<file path="config.mk">
export PLATFORM = sky130hd
export DESIGN_NAME = sorted_priority_queue
export DESIGN_NICKNAME = d
export VERILOG_FILES = /design/src/rtl/spq_pkg.sv /design/src/rtl/sorted_priority_queue.sv /design/src/rtl/spq_cell.sv
export SDC_FILE = /design/constraint.sdc
export NUM_CORES = 1
export LEC_CHECK = 0
export ABC_AREA = 1
export BUFFER_PORTS_ARGS = -buffer_cell sky130_fd_sc_hd__buf_2
export CAP_MARGIN = 20
export CORE_UTILIZATION = 40
export DETAILED_ROUTE_END_ITERATION = 6
export PLACE_DENSITY = 0.57
export SLEW_MARGIN = 20
export SYNTH_ARGS = -nofsm -noshare
export SYNTH_HDL_FRONTEND = slang
export SYNTH_SLANG_ARGS = --single-unit
</file>
<file path="constraint.sdc">
create_clock -name clk -period 3.51 [get_ports clk]
set_input_delay 0.351 -clock clk [delete_from_list [all_inputs] [get_ports clk]]
set_output_delay 0.351 -clock clk [all_outputs]
set_load 0.02 [all_outputs]
</file>
<file path="src/rtl/spq_pkg.sv">
// Package with the item types, status codes and field widths of the sorted priority queue.
package spq_pkg;

	// Field widths of one request item and one response item.
	localparam int TAG_W  = 16;
	localparam int PRIO_W = 16;
	localparam int OCC_W  = 5;

	// Operation codes carried by a request item.
	typedef enum logic {
		OP_INSERT = 1'b0,
		OP_REMOVE = 1'b1
	} op_t;

	// Status codes carried by a response item.
	typedef enum logic [1:0] {
		ST_INSERTED = 2'd0,
		ST_REMOVED  = 2'd1,
		ST_EMPTY    = 2'd2,
		ST_FULL     = 2'd3
	} status_t;

	// One request item.
	typedef struct packed {
		op_t                      operation;
		logic [TAG_W-1:0]         task_tag;
		logic signed [PRIO_W-1:0] priority_req;
	} req_item_t;

	// One response item.
	typedef struct packed {
		status_t                  status;
		logic [TAG_W-1:0]         removed_tag;
		logic signed [PRIO_W-1:0] removed_priority;
		logic [OCC_W-1:0]         occupancy;
	} rsp_item_t;

	// Per-cell load controls; at most one is set in a cycle.
	typedef struct packed {
		logic load_new;
		logic from_prev;
		logic from_next;
	} cell_ctl_t;

endpackage

</file>
<file path="src/rtl/sorted_priority_queue.sv">
// Top level of the sorted priority queue: a chain of entry cells with a response register.
//
// The block keeps up to DEPTH entries in descending priority order, newest
// first among equal priorities. A request item either inserts a tag with a
// signed priority or removes the head entry. Each request yields exactly one
// response item carrying a status, the removed tag and priority (zero unless
// an entry was removed) and the occupancy after the operation.
// Both channels use valid and stall; an item moves on a rising edge with
// valid high and stall low.
// Every cell compares its entry with the new priority in parallel and loads
// the new entry, its upper neighbor or its lower neighbor. The response
// appears in the output register in the cycle after the request is
// accepted, and one request per cycle is accepted while the receiver takes
// responses.
// When the receiver stalls, the response register holds its item and
// req_stall rises until that item is taken; the queue contents do not move.
// Reset empties the queue and the response register; cell contents are left
// as they are and are never read while the cell is outside the occupancy.
module sorted_priority_queue
	import spq_pkg::*;
#(
	parameter int DEPTH = 16
) (
	input  logic      clk,
	input  logic      arst_n,
	input  logic      req_valid,
	output logic      req_stall,
	input  req_item_t req,
	output logic      rsp_valid,
	input  logic      rsp_stall,
	output rsp_item_t rsp
);

	localparam int CNT_W = $clog2(DEPTH + 1);

	logic [CNT_W-1:0]         count_q;
	logic [CNT_W-1:0]         count_next;
	logic                     rsp_valid_q;
	rsp_item_t                rsp_q;
	rsp_item_t                rsp_next;
	logic                     accept;
	logic                     full;
	logic                     empty;
	logic                     do_ins;
	logic                     do_rem;
	logic [DEPTH-1:0]         place;
	cell_ctl_t                ctl [DEPTH];
	logic [TAG_W-1:0]         tag_c [DEPTH];
	logic signed [PRIO_W-1:0] prio_c [DEPTH];

	// Handshake and operation decode.
	assign req_stall = rsp_valid_q && rsp_stall;
	assign accept    = req_valid && !req_stall;
	assign full      = (count_q == CNT_W'(DEPTH));
	assign empty     = (count_q == '0);
	assign do_ins    = accept && (req.operation == OP_INSERT) && !full;
	assign do_rem    = accept && (req.operation == OP_REMOVE) && !empty;

	// Cell chain with per-cell load controls.
	for (genvar i = 0; i < DEPTH; i++) begin : g_cell
		logic [TAG_W-1:0]         prev_tag;
		logic signed [PRIO_W-1:0] prev_prio;
		logic [TAG_W-1:0]         next_tag;
		logic signed [PRIO_W-1:0] next_prio;
		logic                     prev_place;

		if (i == 0) begin : g_first
			assign prev_tag   = '0;
			assign prev_prio  = '0;
			assign prev_place = 1'b0;
		end else begin : g_mid
			assign prev_tag   = tag_c[i-1];
			assign prev_prio  = prio_c[i-1];
			assign prev_place = place[i-1];
		end

		if (i == DEPTH - 1) begin : g_last
			assign next_tag  = '0;
			assign next_prio = '0;
		end else begin : g_inner
			assign next_tag  = tag_c[i+1];
			assign next_prio = prio_c[i+1];
		end

		// The first placing cell takes the new entry; later ones shift down.
		assign ctl[i].load_new  = do_ins && place[i] && !prev_place;
		assign ctl[i].from_prev = do_ins && prev_place;
		assign ctl[i].from_next = do_rem;

		spq_cell u_cell (
			.clk       (clk),
			.ctl       (ctl[i]),
			.occupied  (count_q > CNT_W'(i)),
			.new_tag   (req.task_tag),
			.new_prio  (req.priority_req),
			.prev_tag  (prev_tag),
			.prev_prio (prev_prio),
			.next_tag  (next_tag),
			.next_prio (next_prio),
			.place     (place[i]),
			.tag       (tag_c[i]),
			.prio      (prio_c[i])
		);
	end

	// Occupancy update and response contents.
	always_comb begin
		count_next = count_q;
		if (do_ins) begin
			count_next = count_q + CNT_W'(1);
		end else if (do_rem) begin
			count_next = count_q - CNT_W'(1);
		end

		rsp_next                  = '0;
		rsp_next.occupancy        = OCC_W'(count_next);
		if (req.operation == OP_INSERT) begin
			rsp_next.status = full ? ST_FULL : ST_INSERTED;
		end else if (empty) begin
			rsp_next.status = ST_EMPTY;
		end else begin
			rsp_next.status           = ST_REMOVED;
			rsp_next.removed_tag      = tag_c[0];
			rsp_next.removed_priority = prio_c[0];
		end
	end

	// Control registers.
	always_ff @(posedge clk or negedge arst_n) begin
		if (!arst_n) begin
			count_q     <= '0;
			rsp_valid_q <= 1'b0;
		end else begin
			count_q <= count_next;
			if (accept) begin
				rsp_valid_q <= 1'b1;
			end else if (!rsp_stall) begin
				rsp_valid_q <= 1'b0;
			end
		end
	end

	// Response payload register.
	always_ff @(posedge clk) begin
		if (accept) begin
			rsp_q <= rsp_next;
		end
	end

	assign rsp_valid = rsp_valid_q;
	assign rsp       = rsp_q;

endmodule

</file>
<file path="src/rtl/spq_cell.sv">
// One storage cell of the sorted chain: holds an entry and compares it with a new priority.
module spq_cell
	import spq_pkg::*;
(
	input  logic                     clk,
	input  cell_ctl_t                ctl,
	input  logic                     occupied,
	input  logic [TAG_W-1:0]         new_tag,
	input  logic signed [PRIO_W-1:0] new_prio,
	input  logic [TAG_W-1:0]         prev_tag,
	input  logic signed [PRIO_W-1:0] prev_prio,
	input  logic [TAG_W-1:0]         next_tag,
	input  logic signed [PRIO_W-1:0] next_prio,
	output logic                     place,
	output logic [TAG_W-1:0]         tag,
	output logic signed [PRIO_W-1:0] prio
);

	logic [TAG_W-1:0]         tag_q;
	logic signed [PRIO_W-1:0] prio_q;

	// A new entry belongs at or before this cell when the cell is free or holds
	// a priority that is not above the new one.
	assign place = !occupied || (new_prio >= prio_q);

	// Entry storage; the controls pick the new entry or a neighbor's.
	always_ff @(posedge clk) begin
		if (ctl.load_new) begin
			tag_q  <= new_tag;
			prio_q <= new_prio;
		end else if (ctl.from_prev) begin
			tag_q  <= prev_tag;
			prio_q <= prev_prio;
		end else if (ctl.from_next) begin
			tag_q  <= next_tag;
			prio_q <= next_prio;
		end
	end

	assign tag  = tag_q;
	assign prio = prio_q;

endmodule

</file>
==> flow_summary.json <==
{
  "cts.sinks": 557,
  "worstPathMaxFanout": 32,
  "cellPowerDensity_nw_per_um2": 726,
  "grt_max_degree": 92,
  "place_hpwl_um": 77800,
  "clkTransAtPathRegs_ps": 60,
  "ctsHoldBuffers": 3,
  "cts_tree": "yes",
  "synthTopCellsByCount": "1850 x nand2_1, 909 x nand3_1, 605 x inv_1",
  "cts-resized-gates": 0,
  "outcome": "complete, no violations",
  "start_util_pct": 40.5,
  "crit_start": "count_q[1]",
  "gr-total-overflow": 0,
  "critical_path_class": "flip-flop to flip-flop",
  "post_cts_buffers": 0,
  "antenna_cells": 0,
  "yosysSeqAreaShare_pct": 44.0,
  "coreArea_um2": 93600,
  "grt_pass1_wl_um": 173000,
  "finalCritPeriodShare_pct": 87.8,
  "rr_worst_depth": 10,
  "area_growth_pct": 10.3,
  "p_leak_nw": 20.6,
  "rsz0062_at_grt": "false",
  "fp.dieW_um": 310,
  "dieArea_um2": 96000,
  "grtUsageTotal_pct": 22.4,
  "rows": 112,
  "fill_cells": 9568,
  "preCtsSetupSlack_ps": 175,
  "seq_area_um2": 16700,
  "max_slew_margin_pct": 40.6,
  "max_stage_delay_ps": 700,
  "cp_slowest_cell": "nor2_4",
  "fin_nets": 5239,
  "drcViolationCount": 0,
  "timing.rr.start": "count_q[1]",
  "end_kind": "flip-flop",
  "grt_pass1_vias": 32420,
  "antenna_left": 0,
  "synth_top_cells_by_area": "edfxtp_1 44%, nand2_1 18%, nand3_1 12%",
  "clockRootBuffer": "clkbuf_16",
  "syn_area_um2": 37900,
  "ys.warnings.count": 0,
  "max_cap_viol_count": 0,
  "worst_slew_pin_slew_ps": 883,
  "hold_violations": 0,
  "antenna_found_initial": 4,
  "synth_area_per_cell_um2": 7.66,
  "synth_ff_type": "edfxtp_1",
  "synth.most_common_cell": "nand2_1",
  "hp-class": "input pin to asynchronous set/reset pin",
  "synth_fp_nets": 5247,
  "gp_congestion": 0.835,
  "io_pins": 78,
  "drt_iter0_markers": 2583,
  "routedWlPerCell_um": 17.1,
  "fmax_mhz": 325,
  "worstPathRequired_ps": 3990,
  "wl_um": 107000,
  "crit_arrival_ps": 3560,
  "clock_skew_ps": 22.1,
  "path_cells": "nor2_1 -> nand2_1 -> o21ai_1 -> o21bai_1 -> nor2_2 -> nand3_4 -> nand2_4 -> nor2_4 -> nand2_1 -> nand2_1",
  "htree_levels": 3,
  "async_flop_share_pct": 1.08,
  "reg2reg_to": "g_cell[9].u_cell.tag[0]",
  "finalWorstSetupSlack_ps": 430,
  "synth.ff_latch_count": 557,
  "firstDrtPassIters": 5,
  "r2r_slack_ps": 430,
  "setup_violations": 0,
  "insertion_delay_ps": 620,
  "die_height_um": 310,
  "crit_path_start_kind": "flip-flop",
  "finalMaxSlewViolations": 0,
  "fin_tns_setup_ps": 0,
  "io_buffers": 77,
  "multi_input_comb_area_um2": 17300,
  "clk_path_buf_depth": 3,
  "synth.distinct_cells": 40,
  "drive_gt1_share_pct": 7.73,
  "syn_inst": 4949,
  "cpMostUsedCell": "nand2_1",
  "ir_drop_mv": 0.331,
  "finalCriticalPeriod_ps": 3080,
  "dr_total_vias": 31939,
  "synth_edf_count": 551,
  "yosys.area.top_type_share_pct": 43.7,
  "viasPerCell": 5.11,
  "cts_made_buffers": 68,
  "synth_area_leader_cell": "edfxtp_1"
}
[worst max-delay path, delay by kind of cell, from the launching register on]
kind / cells / cell delay, ps
flops: 1 / 440
simple gates: 8 / 1860
compound gates: 2 / 620
[layer usage]
layer  GRT usage, %  share of wire (%)
met1           30.5                 46
met2           38.1                 48
met3           2.34                4.1
met4           5.46                1.7
met5              0              0.036
[state kept, by name, summed over array words and instances, names as in the netlist]
signal and flops:
count_q 5, rsp 39, g_cell.u_cell.tag 256, g_cell.u_cell.prio 256, rsp_valid 1
[cell usage in the layout (no fill, tap or decap), types with 11 or more instances in the layout]
cell,n
nand2_1,1850
nand3_1,909
inv_1,605
edfxtp_1,551
ha_1,261
nor2_1,134
buf_4,124
a21oi_1,97
buf_2,77
clkbuf_16,70
nand4_1,61
o21ai_0,32
buf_12,25
clkinv_1,24
nand3_2,20
nand3b_1,20
a21o_1,14
clkinv_2,13
nand2_2,12
inv_2,11
clkbuf_1,11
[layout make-up]
| class | count | area share [%] |
|---|---|---|
| multi-input combinational | 3464 | 41.3 |
| sequential | 557 | 39.9 |
| timing repair buffer | 229 | 4.42 |
| inverter | 621 | 5.62 |
| tap | 1254 | 3.75 |
| clock inverter | 41 | 0.625 |
| clock buffer | 82 | 4.32 |
[worst max-delay path by stage]
| stage | end | slack, ps | cells past startpoint |
|---|---|---|---|
| 2_1_floorplan | g_cell[1].u_cell.prio[0] | 90 | 16 |
| 3_3_place_gp | g_cell[9].u_cell.prio[5] | 240 | 13 |
| 3_5_place_dp | g_cell[9].u_cell.tag[0] | 180 | 11 |
| 4_1_cts | g_cell[9].u_cell.tag[0] | 470 | 10 |
| 5_1_grt | g_cell[9].u_cell.tag[9] | 110 | 10 |
| 6_report | g_cell[9].u_cell.tag[0] | 430 | 10 |
[cell families (layout without fill, tap and decap cells)]
kind of cell | after synthesis | count (layout) | share of synthesized area, %
compound gates | 168 | 168 | 2.46
xor+xnor | 3 | 3 | 0.0693
fa+ha+maj | 261 | 261 | 8.62
buf+inv | 928 | 973 | 10.3
flops | 557 | 557 | 44.0
simple gates | 3032 | 3032 | 34.5
[through the flow]
step           std cells  power (W)  area, um2  hold WS [ps]  utilization (%)
4_1_cts             6248     0.0306      41800          67.9             44.7
3_5_place_dp        6122     0.0237      39700           190             42.4
3_3_place_gp        6122     0.0234      39700           187             42.4
6_report            6248     0.0304      41800          89.1             44.7
2_1_floorplan       4949     0.0198      37900          55.4                -
5_1_grt             6248     0.0327      41800           105             44.7
[report_power, final]
group | switching [W] | internal (W)
registers | 0.000592 | 0.0103
logic | 0.00870 | 0.00393
clock network | 0.00300 | 0.00382
total | 0.0123 | 0.0181
Power figures use the tool's default switching activity.
